### config.mk
export PLATFORM = sky130hd
export DESIGN_NAME = clipped_bresenham_ray_stepper
export DESIGN_NICKNAME = d
export VERILOG_FILES = /design/src/cbrs_pkg.sv /design/src/clipped_bresenham_ray_stepper.sv /design/src/cbrs_core.sv
export SDC_FILE = /design/constraint.sdc
export NUM_CORES = 1
export LEC_CHECK = 0
export BUFFER_PORTS_ARGS = -buffer_cell sky130_fd_sc_hd__buf_2
export CAP_MARGIN = 40
export CORE_MARGIN = 2
export CORE_UTILIZATION = 62
export DETAILED_ROUTE_END_ITERATION = 12
export PLACE_DENSITY = 0.86
export SYNTH_ARGS = -nofsm -noshare
export SYNTH_HDL_FRONTEND = slang
export SYNTH_HIERARCHICAL = 1
export SYNTH_SLANG_ARGS = --single-unit
export TNS_END_PERCENT = 1
### constraint.sdc
create_clock -name clk -period 7 [get_ports clk]
set_input_delay 0.7 -clock clk [delete_from_list [all_inputs] [get_ports clk]]
set_output_delay 0.7 -clock clk [all_outputs]
set_load 0.05 [all_outputs]
### src/cbrs_pkg.sv
package cbrs_pkg;

	localparam int COORD_BITS     = 12;
	localparam int DELTA_BITS     = COORD_BITS + 1;
	localparam int ERR_BITS       = COORD_BITS + 2;
	localparam int POS_BITS       = COORD_BITS + 2;
	localparam int CFG_INDEX_BITS = 2;

	typedef logic [COORD_BITS-1:0]        coord_t;
	typedef logic signed [DELTA_BITS-1:0] delta_t;
	typedef logic signed [ERR_BITS-1:0]   err_t;
	typedef logic signed [POS_BITS-1:0]   pos_t;

	localparam logic CMD_LOAD = 1'b0;
	localparam logic CMD_STEP = 1'b1;

	localparam logic [CFG_INDEX_BITS-1:0] REG_CLIP_LEFT   = 2'd0;
	localparam logic [CFG_INDEX_BITS-1:0] REG_CLIP_TOP    = 2'd1;
	localparam logic [CFG_INDEX_BITS-1:0] REG_CLIP_RIGHT  = 2'd2;
	localparam logic [CFG_INDEX_BITS-1:0] REG_CLIP_BOTTOM = 2'd3;

	typedef struct packed {
		coord_t left;
		coord_t top;
		coord_t right;
		coord_t bottom;
	} clip_t;

	typedef struct packed {
		logic   axis_is_y;
		coord_t major_delta;
		coord_t minor_delta;
		logic   major_negative;
		logic   minor_negative;
		err_t   error_term;
		delta_t major_offset;
		delta_t minor_offset;
		coord_t origin_x;
		coord_t origin_y;
		coord_t step_limit;
		logic   active;
	} ray_state_t;

	typedef struct packed {
		logic   pixel_valid;
		coord_t pixel_x;
		coord_t pixel_y;
		logic   run_done;
		logic   clipped;
		coord_t steps_taken;
	} result_t;

	typedef struct packed {
		logic   command;
		coord_t start_x;
		coord_t start_y;
		delta_t delta_x;
		delta_t delta_y;
		coord_t step_count;
	} request_t;

endpackage

### src/clipped_bresenham_ray_stepper.sv
// Channel  Handshake            Payload
// in       in_valid, in_stall   command, start_x, start_y, delta_x, delta_y, step_count
// out      out_valid, out_stall pixel_valid, pixel_x, pixel_y, run_done, clipped, steps_taken
// config   cfg_we               cfg_index, cfg_data
//
// The step logic sits between the ray state registers and the output
// register, so one item is accepted per clock unless in_stall is raised.
// A step item shows its result in the cycle after it is accepted; a load item
// gives no result. Reset clears the ray state and restores the full clip
// rectangle. While a result waits under out_stall, in_stall is raised.
module clipped_bresenham_ray_stepper (
	input  logic                                 clk,
	input  logic                                 arst_n,
	input  logic                                 in_valid,
	output logic                                 in_stall,
	input  logic                                 command,
	input  logic [cbrs_pkg::COORD_BITS-1:0]      start_x,
	input  logic [cbrs_pkg::COORD_BITS-1:0]      start_y,
	input  logic signed [cbrs_pkg::DELTA_BITS-1:0] delta_x,
	input  logic signed [cbrs_pkg::DELTA_BITS-1:0] delta_y,
	input  logic [cbrs_pkg::COORD_BITS-1:0]      step_count,
	output logic                                 out_valid,
	input  logic                                 out_stall,
	output logic                                 pixel_valid,
	output logic [cbrs_pkg::COORD_BITS-1:0]      pixel_x,
	output logic [cbrs_pkg::COORD_BITS-1:0]      pixel_y,
	output logic                                 run_done,
	output logic                                 clipped,
	output logic [cbrs_pkg::COORD_BITS-1:0]      steps_taken,
	input  logic                                 cfg_we,
	input  logic [cbrs_pkg::CFG_INDEX_BITS-1:0]  cfg_index,
	input  logic [cbrs_pkg::COORD_BITS-1:0]      cfg_data
);

	cbrs_pkg::ray_state_t state_q, next_state;
	cbrs_pkg::clip_t      clip_q;
	cbrs_pkg::result_t    result, res_q;
	cbrs_pkg::request_t   req;
	logic                 has_result;
	logic                 out_valid_q;
	logic                 accept;

	assign req.command    = command;
	assign req.start_x    = start_x;
	assign req.start_y    = start_y;
	assign req.delta_x    = delta_x;
	assign req.delta_y    = delta_y;
	assign req.step_count = step_count;

	assign in_stall = out_valid_q && out_stall;
	assign accept   = in_valid && !in_stall;

	cbrs_core u_core (
		.req        (req),
		.state      (state_q),
		.clip       (clip_q),
		.next_state (next_state),
		.result     (result),
		.has_result (has_result)
	);

	always_ff @(posedge clk or negedge arst_n) begin
		if (!arst_n) begin
			state_q      <= '0;
			clip_q.left   <= '0;
			clip_q.top    <= '0;
			clip_q.right  <= '1;
			clip_q.bottom <= '1;
			out_valid_q  <= 1'b0;
		end else begin
			if (cfg_we) begin
				case (cfg_index)
					cbrs_pkg::REG_CLIP_LEFT:   clip_q.left   <= cfg_data;
					cbrs_pkg::REG_CLIP_TOP:    clip_q.top    <= cfg_data;
					cbrs_pkg::REG_CLIP_RIGHT:  clip_q.right  <= cfg_data;
					cbrs_pkg::REG_CLIP_BOTTOM: clip_q.bottom <= cfg_data;
					default: ;
				endcase
			end
			if (accept) begin
				state_q <= next_state;
			end
			if (accept && has_result) begin
				out_valid_q <= 1'b1;
			end else if (out_valid_q && !out_stall) begin
				out_valid_q <= 1'b0;
			end
		end
	end

	always_ff @(posedge clk) begin
		if (accept && has_result) begin
			res_q <= result;
		end
	end

	assign out_valid   = out_valid_q;
	assign pixel_valid = res_q.pixel_valid;
	assign pixel_x     = res_q.pixel_x;
	assign pixel_y     = res_q.pixel_y;
	assign run_done    = res_q.run_done;
	assign clipped     = res_q.clipped;
	assign steps_taken = res_q.steps_taken;

endmodule

### src/cbrs_core.sv
module cbrs_core (
	input  cbrs_pkg::request_t   req,
	input  cbrs_pkg::ray_state_t state,
	input  cbrs_pkg::clip_t      clip,
	output cbrs_pkg::ray_state_t next_state,
	output cbrs_pkg::result_t    result,
	output logic                 has_result
);

	// Magnitude of a signed delta, with the most negative code saturated.
	function automatic cbrs_pkg::coord_t sat_mag(input cbrs_pkg::delta_t d);
		logic [cbrs_pkg::DELTA_BITS-1:0] a;
		a = d[cbrs_pkg::DELTA_BITS-1] ? cbrs_pkg::DELTA_BITS'(-d) : cbrs_pkg::DELTA_BITS'(d);
		if (a[cbrs_pkg::COORD_BITS]) begin
			return '1;
		end
		return a[cbrs_pkg::COORD_BITS-1:0];
	endfunction

	cbrs_pkg::coord_t ax, ay, major_sel, steps, steps_next;
	cbrs_pkg::delta_t d_major, d_minor, steps_full, off_x, off_y, one;
	logic             y_major;
	cbrs_pkg::pos_t   cx, cy;
	cbrs_pkg::err_t   err_sub;
	logic             outside;

	assign one = cbrs_pkg::delta_t'(1);

	always_comb begin
		ax        = sat_mag(req.delta_x);
		ay        = sat_mag(req.delta_y);
		y_major   = ay > ax;
		major_sel = y_major ? ay : ax;
		d_major   = y_major ? req.delta_y : req.delta_x;
		d_minor   = y_major ? req.delta_x : req.delta_y;

		steps_full = state.major_offset[cbrs_pkg::DELTA_BITS-1] ?
			-state.major_offset : state.major_offset;
		steps      = steps_full[cbrs_pkg::COORD_BITS-1:0];
		steps_next = steps + cbrs_pkg::COORD_BITS'(1);

		off_x = state.axis_is_y ? state.minor_offset : state.major_offset;
		off_y = state.axis_is_y ? state.major_offset : state.minor_offset;
		cx    = cbrs_pkg::pos_t'({2'b00, state.origin_x}) + cbrs_pkg::pos_t'(off_x);
		cy    = cbrs_pkg::pos_t'({2'b00, state.origin_y}) + cbrs_pkg::pos_t'(off_y);
		outside = (cx < 0) || (cy < 0) ||
			(cx < cbrs_pkg::pos_t'({2'b00, clip.left})) ||
			(cx > cbrs_pkg::pos_t'({2'b00, clip.right})) ||
			(cy < cbrs_pkg::pos_t'({2'b00, clip.top})) ||
			(cy > cbrs_pkg::pos_t'({2'b00, clip.bottom}));
		err_sub = state.error_term - cbrs_pkg::err_t'({2'b00, state.minor_delta});

		next_state = state;
		result     = '0;
		has_result = 1'b0;

		if (req.command == cbrs_pkg::CMD_LOAD) begin
			next_state.axis_is_y      = y_major;
			next_state.major_delta    = major_sel;
			next_state.minor_delta    = y_major ? ax : ay;
			// A zero delta counts as negative.
			next_state.major_negative = d_major[cbrs_pkg::DELTA_BITS-1] || (d_major == '0);
			next_state.minor_negative = d_minor[cbrs_pkg::DELTA_BITS-1] || (d_minor == '0);
			next_state.error_term     = cbrs_pkg::err_t'({2'b00, major_sel >> 1});
			next_state.major_offset   = '0;
			next_state.minor_offset   = '0;
			next_state.origin_x       = req.start_x;
			next_state.origin_y       = req.start_y;
			next_state.step_limit     = req.step_count;
			next_state.active         = 1'b1;
		end else begin
			has_result      = 1'b1;
			result.run_done = 1'b1;
			if (state.active) begin
				if (steps >= state.step_limit) begin
					next_state.active  = 1'b0;
					result.steps_taken = steps;
				end else if (outside) begin
					next_state.active  = 1'b0;
					result.clipped     = 1'b1;
					result.steps_taken = steps;
				end else begin
					result.pixel_valid = 1'b1;
					result.pixel_x     = cx[cbrs_pkg::COORD_BITS-1:0];
					result.pixel_y     = cy[cbrs_pkg::COORD_BITS-1:0];
					if (err_sub < 0) begin
						next_state.minor_offset = state.minor_negative ?
							state.minor_offset - one : state.minor_offset + one;
						next_state.error_term   = err_sub +
							cbrs_pkg::err_t'({2'b00, state.major_delta});
					end else begin
						next_state.error_term   = err_sub;
					end
					next_state.major_offset = state.major_negative ?
						state.major_offset - one : state.major_offset + one;
					if (steps_next >= state.step_limit) begin
						next_state.active  = 1'b0;
						result.steps_taken = steps_next;
					end else begin
						result.run_done    = 1'b0;
					end
				end
			end
		end
	end

endmodule
==> results of run 1 <==
power by group:
group / switching, mW / total, mW / leakage, nW / internal (mW)
sequential: 0.218 / 1.59 / 2.22 / 1.37
combinational: 1.93 / 3.42 / 5.57 / 1.49
clock: 0.526 / 1.01 / 0.298 / 0.488
logic make-up after synthesis:
logic type	Yosys count
multiplexers	248
buffers and inverters	178
flip-flops	192
XOR/XNOR	86
AND/OR/NAND/NOR	403
adder cells (fa/ha/maj)	162
AO/OA/AOI/OAI	380
worst max-delay path by stage:
stage / start / endpoint
floorplan: state_q[103]$_DFFE_PN0P_ / state_q[39]$_DFFE_PN0P_
global placement: state_q[103]$_DFFE_PN0P_ / state_q[45]$_DFFE_PN0P_
detailed placement: state_q[103]$_DFFE_PN0P_ / state_q[37]$_DFFE_PN0P_
CTS: state_q[103]$_DFFE_PN0P_ / state_q[40]$_DFFE_PN0P_
global route: state_q[103]$_DFFE_PN0P_ / state_q[40]$_DFFE_PN0P_
finish: state_q[103]$_DFFE_PN0P_ / state_q[40]$_DFFE_PN0P_
layer usage:
layer	vias to the layer above	share of wire (%)	global-route usage, %
met3	95	7.2	5.10
met5	-	0	0
li1	6245	-	-
met2	575	47	49.5
met1	6512	43	41.8
met4	0	2.7	11.0
cell usage in the layout (no fill, tap or decap), types with 6 or more instances in the layout:
| cell | instances |
|---|---|
| mux2_1 | 60 |
| nand2_1 | 114 |
| a21o_1 | 32 |
| o21ai_0 | 94 |
| a31oi_1 | 9 |
| nor3_1 | 28 |
| a311o_1 | 7 |
| fa_1 | 6 |
| and2_1 | 36 |
| o21a_1 | 26 |
| or2_2 | 10 |
| nor2_1 | 64 |
| or4_1 | 10 |
| dfrtp_1 | 129 |
| dfstp_2 | 24 |
| or3_1 | 10 |
| o211ai_1 | 9 |
| nand2b_1 | 15 |
| a211oi_1 | 23 |
| clkinv_8 | 6 |
| a311oi_1 | 10 |
| inv_1 | 107 |
| o21bai_1 | 10 |
| mux2i_1 | 31 |
| xnor2_1 | 56 |
| clkbuf_16 | 17 |
| nand4_1 | 18 |
| o41ai_1 | 8 |
| o31ai_1 | 13 |
| nor2b_1 | 15 |
| a21oi_1 | 85 |
| buf_2 | 120 |
| nand3_1 | 39 |
| nor4_1 | 12 |
| mux2_2 | 156 |
| buf_4 | 12 |
| ha_1 | 156 |
| edfxtp_1 | 39 |
| and3_1 | 7 |
| xor2_1 | 30 |
metrics by stage:
stage,power [mW],setup WS (ns),utilization [%],area (µm²)
6_report,6.02,0.448,69.3,17500
5_1_grt,6.41,0.0200,69.3,17500
4_1_cts,5.94,0.570,69.3,17500
3_5_place_dp,4.89,0.698,66.9,16800
3_3_place_gp,4.70,0.896,66.3,16700
2_1_floorplan,4.10,1.60,-,15900
final cells by class:
class / instances / area (µm²)
fill: 1847 / 7720
multi-input combinational: 1279 / 10200
timing repair buffer: 139 / 845
sequential: 192 / 5030
clock buffer: 17 / 425
clock inverter: 15 / 188
inverter: 107 / 402
tap: 330 / 413
state kept, by name (all words and copies together) (netlist names):
signal	count
clipped	1
clip_q	48
pixel_valid	1
run_done	1
steps_taken	12
pixel_y	12
state_q	104
pixel_x	12
out_valid	1
critical path, cell delays in order (launching register included):
cell      delay, ns
dfrtp_1        0.55
buf_4          0.34
mux2_2         0.38
ha_1           0.33
o21ai_0        0.12
o21ai_0        0.17
a211oi_1       0.33
o21bai_1       0.12
a21oi_1        0.22
o21ai_0        0.14
xnor2_1        0.20
ha_1           0.33
nand2_1        0.10
nor4_1         0.35
o22ai_1        0.12
nor4_1         0.24
nand3_1        0.18
or4b_1         0.88
nor3_4         0.81
mux2i_1        0.18
mux2_1         0.33
==> qor.txt, run 1 <==
Final ANT Viol Nets -> 0
WL/cell -> 19.9 µm
Max Transition Viols Final -> 0
Routed WL -> 41.3 mm
Final Hold Vio Count -> 0
Die ar. -> 27000 µm²
Drt via density -> 6.46
Critical path launch point type -> register
Share of post-route cells with drive strength above 1 -> 21.7%
Initial antenna violation count -> 0
Area grow syn2layout -> 9.55%
Adder-Cell Fraction of Synth Area -> 13.0%
Largest net degree at the start of global routing -> 86
Final cell count without fillers -> 2079
Maxcap violations -> 0
TritonCTS clock tree -> built
Vias -> 13400
Num CTS Buffers -> 17
Final min period -> 6.55 ns
Max Clock Freq -> 153 MHz
Critical register-to-register path startpoint -> state_q[103]$_DFFE_PN0P_
DP HPWL -> 30.8 mm
Post-synth top flop -> dfrtp_1
Largest family of logic cells by synthesized area -> multiplexers
Final setup viols -> 0
Post-route setup TNS -> 0 ns
ANT cells -> 0
Gr ovfl total -> 0
RSZ-0062 raised after global routing -> false
Status -> completed
EDFF count, synth -> 39
Post-CTS setup buffer count -> 0
Power per Cell Area -> 345 nW/µm²
Synth area leader -> dfrtp_1
Gpl congestion -> 0.947
H-tree depth -> 4
Asr flop ratio synth -> 79.7%
Post-synth top area share -> 20.3%
CTS root buffer -> clkbuf_16
CTS Buffer Depth -> 2
Synth Register Bits -> 192
DIE HEIGHT -> 164 µm
Required time worst endpoint -> 7.32 ns
Worst-path fanout max -> 20
Post-cts sizing count -> 0
R2R Setup Slk -> 0.45 ns
Synth cell types -> 77
Row count -> 58
Initial DRC count -> 1272
Post-synthesis mux area share -> 17.3%
Synth Area in XOR/XNOR -> 4.73%
Worst Tran Pin Value -> 0.898 ns
Peak VDD IR -> 284 µV
Compound-Gate Fraction of Synth Area -> 15.5%
# clock sinks -> 192
Slew Limit Headroom -> 40.0%
Static Leak -> 8.08 nW
DRC viols -> 0
Tot GR Track Use -> 30.7%
Worst Skew -> 0.0197 ns
Initial Util -> 63.3%
Worst hold slack -> 0.289 ns
# IOs -> 123
Post-Syn Instances -> 1649
Placed Cells -> 2047
First-pass GRT wire length -> 65.4 mm
Port bufs -> 122
Skew-Pair Late Insertion Delay -> 0.46 ns
RR Endpoint -> state_q[40]$_DFFE_PN0P_
Synth area leaders -> dfrtp_1, ha_1, mux2_2
Core footprint -> 25200 µm²
Synth cell count leaders -> ha_1, mux2_2, dfrtp_1
Post-synthesis sequential area ratio -> 31.6%
YS warnings -> 6
Final worst-path cycle share -> 93.6%
Hold Crit Class -> in -> async
Clock-pin slew on the worst setup and hold paths -> 0.09 ns
Final nets -> 1980
Mapped cell area -> 15900 µm²
Simple-Gate Fraction of Synth Area -> 13.0%
Post-CTS Hold Fix Bufs -> 0
Crit path DAT -> 6.87 ns
Reg2reg path depth -> 20
Endpoint type of the worst setup path -> register
Chip Width -> 164 µm
DR pass1 iterations -> 8
Vias in the first global route -> 12800
Synth Area per Inst -> 9.66 µm²
Post-Syn Nets -> 1893
Critical path class -> reg -> reg
Power figures use the tool's default switching activity.
==> inputs of run 2 (changes only) <==
- CELL_PAD_IN_SITES_DETAIL_PLACEMENT: unset -> 0
- CELL_PAD_IN_SITES_GLOBAL_PLACEMENT: unset -> 1
- CORE_UTILIZATION: 62 -> 45
- PLACE_DENSITY: 0.86 -> 0.81
- TNS_END_PERCENT: 1 -> unset
==> run 2 against run 1 <==
  * Critical path depth stayed put
  * Non-clock buffer count is 5 higher
  * First-iteration DRC count is 29% lower
  * Flip-flop and latch count stayed put
  * Worst hold slack worse by 0.15 ns
  * Global-route usage is 8.1 points lower
  * Count of clock-buffer cells in the layout is 2 higher
  * Core utilization is 19 points lower
  * Via count is 4.9% lower
==> qor.txt, run 2 (synthesis results as in run 1) <==
Worst-path fanout max -> 18 (-10%)
Final nets -> 1985 (+0.25%)
Clock-pin slew on the worst setup and hold paths -> 0.08 ns (about the same)
CTS root buffer -> clkbuf_16
Worst Tran Pin Value -> 0.835 ns (-0.0627 ns)
Area grow syn2layout -> 10.0%
Drt via density -> 5.78 (-10%)
Chip Width -> 192 µm (+17%)
Final Hold Vio Count -> 0 (unchanged)
TritonCTS clock tree -> built
First-pass GRT wire length -> 65.6 mm (+0.39%)
Slew Limit Headroom -> 44.3% (+4.3 points)
Final min period -> 6.39 ns (-0.163 ns)
Tot GR Track Use -> 22.6% (-8.1 points)
Post-route setup TNS -> 0 ns (unchanged)
Critical path class -> reg -> reg
Maxcap violations -> 0 (unchanged)
# IOs -> 123 (unchanged)
Vias in the first global route -> 12300 (-4.5%)
Num CTS Buffers -> 17 (unchanged)
Status -> completed
DIE HEIGHT -> 192 µm (+17%)
Share of post-route cells with drive strength above 1 -> 21.8% (+0.052 points)
DP HPWL -> 30.8 mm (about the same)
Initial DRC count -> 904 (-29%)
Critical path launch point type -> register
Initial Util -> 45.9% (-17 points)
Gr ovfl total -> 0 (unchanged)
H-tree depth -> 4 (unchanged)
Routed WL -> 41.0 mm (-0.83%)
Max reg flops -> 104 (unchanged)
Core footprint -> 34700 µm² (+38%)
Top flop regs -> state_q x104, clip_q x48
Post-CTS Hold Fix Bufs -> 0 (unchanged)
CTS Buffer Depth -> 2 (unchanged)
Peak VDD IR -> 232 µV (-18%)
Worst Skew -> 0.0155 ns (-0.00422 ns)
Required time worst endpoint -> 7.34 ns (+0.02 ns)
# clock sinks -> 192 (unchanged)
Total power -> 5.83 mW (-3.2%)
Post-CTS setup buffer count -> 0 (unchanged)
ANT cells -> 0 (unchanged)
Area of the multi-input gates -> 10200 µm² (unchanged)
Max Clock Freq -> 157 MHz (+2.5%)
Vias -> 12800 (-4.9%)
Row count -> 68 (+17%)
Die ar. -> 36900 µm² (+37%)
WL/cell -> 18.6 µm (-6.7%)
Post-cts sizing count -> 0 (unchanged)
Gpl congestion -> 0.893 (-5.8%)
Final setup viols -> 0 (unchanged)
RSZ-0062 raised after global routing -> false
Port bufs -> 122 (unchanged)
Register area -> 5030 µm² (unchanged)
Power per Cell Area -> 332 nW/µm² (-3.6%)
Most flop-heavy register -> state_q
Commonest cells after routing, fill and taps aside -> mux2_2, ha_1, dfrtp_1
DRC viols -> 0 (unchanged)
Skew-Pair Late Insertion Delay -> 0.46 ns (about the same)
Post-route cell area -> 17500 µm² (+0.44%)
Final worst-path cycle share -> 91.3% (-2.3 points)
Initial antenna violation count -> 0 (unchanged)
Final ANT Viol Nets -> 0 (unchanged)
Number of fillers in the final layout -> 3239 (+75%)
Worst hold slack -> 0.135 ns (-0.154 ns)
Largest net degree at the start of global routing -> 68 (-21%)
Static Leak -> 8.05 nW (-0.33%)
Max Transition Viols Final -> 0 (unchanged)
Crit path DAT -> 6.73 ns (-0.14 ns)
Hold Crit Class -> in -> async
Endpoint type of the worst setup path -> register
DR pass1 iterations -> 5 (-3)
Placed cell area -> 17000 µm² (+0.76%)
run 2: cell types whose count changed in the layout (fill, tap and decap cells not counted):
cell,before,now
buf_12,3,1
clkinv_1,0,1
clkinv_8,6,0
buf_4,12,21
clkbuf_1,0,2
inv_8,3,2
clkinvlp_4,0,2
clkinv_4,1,3
inv_12,1,0
bufinv_16,0,1
buf_16,3,1
run 2: final timing paths:
kind,start,to,slack (ns),depth (start not counted)
max,state_q[103]$_DFFE_PN0P_,state_q[74]$_DFFE_PN0P_,0.61,20
min,arst_n,clip_q[27]$_DFFE_PN0P_,0.14,1
max reg2reg,state_q[103]$_DFFE_PN0P_,state_q[74]$_DFFE_PN0P_,0.61,20
min reg2reg,state_q[63]$_DFFE_PN0P_,state_q[63]$_DFFE_PN0P_,0.50,1
max in group asynchronous,arst_n,state_q[91]$_DFFE_PN0P_,5.75,2
min in group clk,state_q[63]$_DFFE_PN0P_,state_q[63]$_DFFE_PN0P_,0.50,1
run 2: report_power, final:
group          leakage (nW)  switching (mW)  total (mW)  internal (mW)
clock network         0.270           0.474       0.973          0.499
logic                  5.57            1.79        3.27           1.48
registers              2.22           0.216        1.59           1.37
run 2: layer usage:
metal | track usage, % | wire (µm) | vias to the layer above
met5 | 0 | 0 | -
met4 | 5.78 | 470 | 0
met3 | 2.69 | 1960 | 33
met2 | 36.6 | 18900 | 314
met1 | 31.9 | 19700 | 6202
li1 | - | - | 6223
run 2: area by class of cell:
cell class | count | share of cell area, %
clock buffer | 19 | 2.47
clock inverter | 13 | 0.735
inverter | 107 | 2.29
multi-input combinational | 1279 | 57.9
sequential | 192 | 28.7
tap | 455 | 3.25
timing repair buffer | 144 | 4.66
run 2: per-stage QoR:
| stage | std cells | util [%] | setup WS [ns] |
|---|---|---|---|
| after detailed placement | 2177 | 48.9 | 0.743 |
| final | 2209 | 50.5 | 0.611 |
| after global routing | 2209 | 50.5 | 0.153 |
| after floorplan | 1649 | - | 1.60 |
| after CTS | 2209 | 50.5 | 0.682 |
| after global placement | 2174 | 48.7 | 0.778 |
run 2: worst max-delay path: stages (launching register included):
cell and delay, ns:
dfrtp_1 0.73, buf_4 0.33, mux2_2 0.35, ha_1 0.32
o21ai_0 0.13, o21ai_0 0.18, a211oi_1 0.34, o21bai_1 0.12
a21oi_1 0.23, o21ai_0 0.16, xnor2_1 0.27, ha_1 0.30
and4_1 0.21, o221ai_1 0.07, a31oi_1 0.07, nor4_1 0.41
nand3_1 0.22, or4b_1 0.71, nor2_1 0.62, a311oi_1 0.18
mux2_1 0.32
==> inputs of run 3 (changes only) <==
==> constraint.sdc (replaced) <==
create_clock -name clk -period 7 [get_ports clk]
set_input_delay 0.35 -clock clk [delete_from_list [all_inputs] [get_ports clk]]
set_output_delay 0.35 -clock clk [all_outputs]
set_load 0.05 [all_outputs]
==> run 3 against run 2 <==
  * Critical path depth did not move
  * Sequential share of layout area fell by 0.090 points
  * Largest cell class unchanged
  * Register-to-register slack barely moved
  * Critical path type unchanged
  * Critical endpoint is now state_q[73]$_DFFE_PN0P_
==> qor.txt, run 3 (synthesis results as in run 1) <==
Initial antenna violation count -> 0 (unchanged)
CTS Buffer Depth -> 2 (unchanged)
CP top delay family -> simple AND/OR/NAND/NOR gates
CP Buf/Inv Count -> 1 (unchanged)
Routed WL -> 41.0 mm (+0.13%)
Vias in the first global route -> 12400 (+1.3%)
Max reg flops -> 104 (unchanged)
Area grow syn2layout -> 10.4%
Worst-path fanout max -> 18 (unchanged)
Final Hold Vio Count -> 0 (unchanged)
DRC viols -> 0 (unchanged)
Cells along the critical path -> buf_4 -> mux2_2 -> ha_1 -> o21ai_0 -> o21ai_0 -> a211oi_1 -> o21bai_1 -> a21oi_1 -> o21ai_0 -> xnor2_1 -> ha_1 -> and4_1 -> o221ai_1 -> a31oi_1 -> nor4_1 -> nand3_1 -> or4b_1 -> nor2_1 -> o211ai_1 -> mux2_1
Core footprint -> 34700 µm² (unchanged)
Max Transition Viols Final -> 0 (unchanged)
H-tree depth -> 4 (unchanged)
Skew-Pair Late Insertion Delay -> 0.46 ns (about the same)
Status -> completed
Top flop regs -> state_q x104, clip_q x48
Initial Util -> 45.9% (unchanged)
Slowest CP cell -> dfrtp_1
Hold Crit Class -> in -> reg
RSZ-0062 raised after global routing -> false
Most flop-heavy register -> state_q
Die ar. -> 36900 µm² (unchanged)
First-pass GRT wire length -> 66.1 mm (+0.72%)
Placed Cells -> 2177 (unchanged)
Largest net degree at the start of global routing -> 68 (unchanged)
DR pass1 iterations -> 5 (unchanged)
Final min period -> 6.38 ns (-0.0105 ns)
Row count -> 68 (unchanged)
Final setup viols -> 0 (unchanged)
Peak VDD IR -> 235 µV (+1.3%)
Endpoint type of the worst setup path -> register
Final nets -> 1986 (+0.050%)
Required time worst endpoint -> 7.34 ns (about the same)
ANT cells -> 0 (unchanged)
Number of fillers in the final layout -> 3255 (+0.49%)
Critical register-to-register path startpoint -> state_q[103]$_DFFE_PN0P_
Power per Cell Area -> 334 nW/µm² (+0.52%)
Max Clock Freq -> 157 MHz (+0.16%)
Gpl congestion -> 0.889 (-0.43%)
Tot GR Track Use -> 22.7% (+0.15 points)
Setup WS post-layout -> 0.622 ns (+0.0105 ns)
DP HPWL -> 30.9 mm (+0.47%)
Final cell count without fillers -> 2210 (+0.045%)
Commonest cells after routing, fill and taps aside -> mux2_2, ha_1, dfrtp_1
Vias -> 12800 (+0.55%)
Critical path launch point type -> register
WL/cell -> 18.6 µm (about the same)
Final worst-path cycle share -> 91.1% (-0.15 points)
Maxcap violations -> 0 (unchanged)
Drt via density -> 5.81 (+0.50%)
Post-route setup TNS -> 0 ns (unchanged)
Setup WS pre-CTS -> 0.707 ns (-0.0356 ns)
Worst Skew -> 0.0157 ns (+0.000195 ns)
Gr ovfl total -> 0 (unchanged)
Min-delay src -> in_valid
CTS root buffer -> clkbuf_16
Num CTS Buffers -> 17 (unchanged)
Initial DRC count -> 844 (-6.6%)
Clock-pin slew on the worst setup and hold paths -> 0.08 ns (about the same)
Static Leak -> 8.09 nW (+0.40%)
Critical path class -> reg -> reg
# IOs -> 123 (unchanged)
Worst Tran Pin Value -> 0.804 ns (-0.0316 ns)
Slowest stage delay, CP -> 0.73 ns (about the same)
Chip Width -> 192 µm (unchanged)
DIE HEIGHT -> 192 µm (unchanged)
TritonCTS clock tree -> built
Port bufs -> 122 (unchanged)
CP dominant cell by count -> o21ai_0
Crit path DAT -> 6.72 ns (about the same)
Final ANT Viol Nets -> 0 (unchanged)
Critical path origin -> state_q[103]$_DFFE_PN0P_
Post-cts sizing count -> 0 (unchanged)
Share of post-route cells with drive strength above 1 -> 21.9% (+0.16 points)
Slew Limit Headroom -> 46.4% (+2.1 points)
# clock sinks -> 192 (unchanged)
## run 3: cell types whose count changed in the layout (fill, tap and decap cells not counted)
cell / previous run / this run
clkinv_4: 3 / 1
clkinv_1: 1 / 0
clkinv_8: 0 / 4
inv_8: 2 / 3
bufinv_16: 1 / 0
clkinvlp_4: 2 / 0
inv_6: 3 / 5
clkbuf_1: 2 / 0
dlygate4sd3_1: 0 / 1
clkbuf_16: 17 / 18
## run 3: through the flow
stage	power (mW)	hold WS, ns	util, %	instance area [µm²]
4_1_cts	5.88	0.183	50.7	17600
2_1_floorplan	4.10	0.0544	-	15900
5_1_grt	6.36	0.196	50.7	17600
6_report	5.88	0.200	50.7	17600
3_3_place_gp	4.75	0.267	48.7	16900
3_5_place_dp	4.83	0.263	48.9	17000
## run 3: area by class of cell
| type | instances | area [µm²] | area share [%] |
|---|---|---|---|
| multi-input cells | 1279 | 10200 | 57.7 |
| flip-flops and latches | 192 | 5030 | 28.6 |
| repair buffers | 145 | 827 | 4.70 |
| well taps | 455 | 569 | 3.24 |
| clock buffers | 18 | 450 | 2.56 |
| inverters | 107 | 402 | 2.28 |
| clock inverters | 14 | 156 | 0.889 |
## run 3: final timing paths
| path | to | slack, ns | depth (start not counted) |
|---|---|---|---|
| hold reg to reg | state_q[63]$_DFFE_PN0P_ | 0.50 | 1 |
| hold / removal | out_valid$_DFFE_PN0P_ | 0.20 | 3 |
| setup reg to reg | state_q[73]$_DFFE_PN0P_ | 0.62 | 20 |
| max in group asynchronous | state_q[64]$_DFFE_PN0P_ | 5.53 | 3 |
| setup / recovery | state_q[73]$_DFFE_PN0P_ | 0.62 | 20 |
| min in group asynchronous | clip_q[30]$_DFFE_PN0P_ | 0.35 | 2 |
## run 3: power breakdown
part | leakage [nW] | switching (mW) | total [mW] | internal, mW
combinational | 5.57 | 1.80 | 3.28 | 1.48
sequential | 2.22 | 0.216 | 1.59 | 1.37
clock | 0.298 | 0.515 | 1.02 | 0.502
## run 3: repair_timing
| item | CTS | global route |
|---|---|---|
| buffers inserted | 0 | 0 |
| hold buffers | 1 | 0 |
| endpoints found under the hold margin | 24 | 0 |
## run 3: per-layer routing
layer / share of wire, % / GRT usage [%]
met5: 0 / 0
met4: 1.4 / 6.11
met3: 4.6 / 2.76
met2: 46 / 36.6
met1: 48 / 32.2
## run 3: worst register-to-register path: cells and delay by family, from the launching register on
family	cells	cell delay (ns)
flops	1	0.73
xor+xnor	1	0.25
buf+inv	1	0.33
simple gates	5	2.20
compound gates	9	1.44
fa+ha+maj	2	0.62
mux	2	0.67
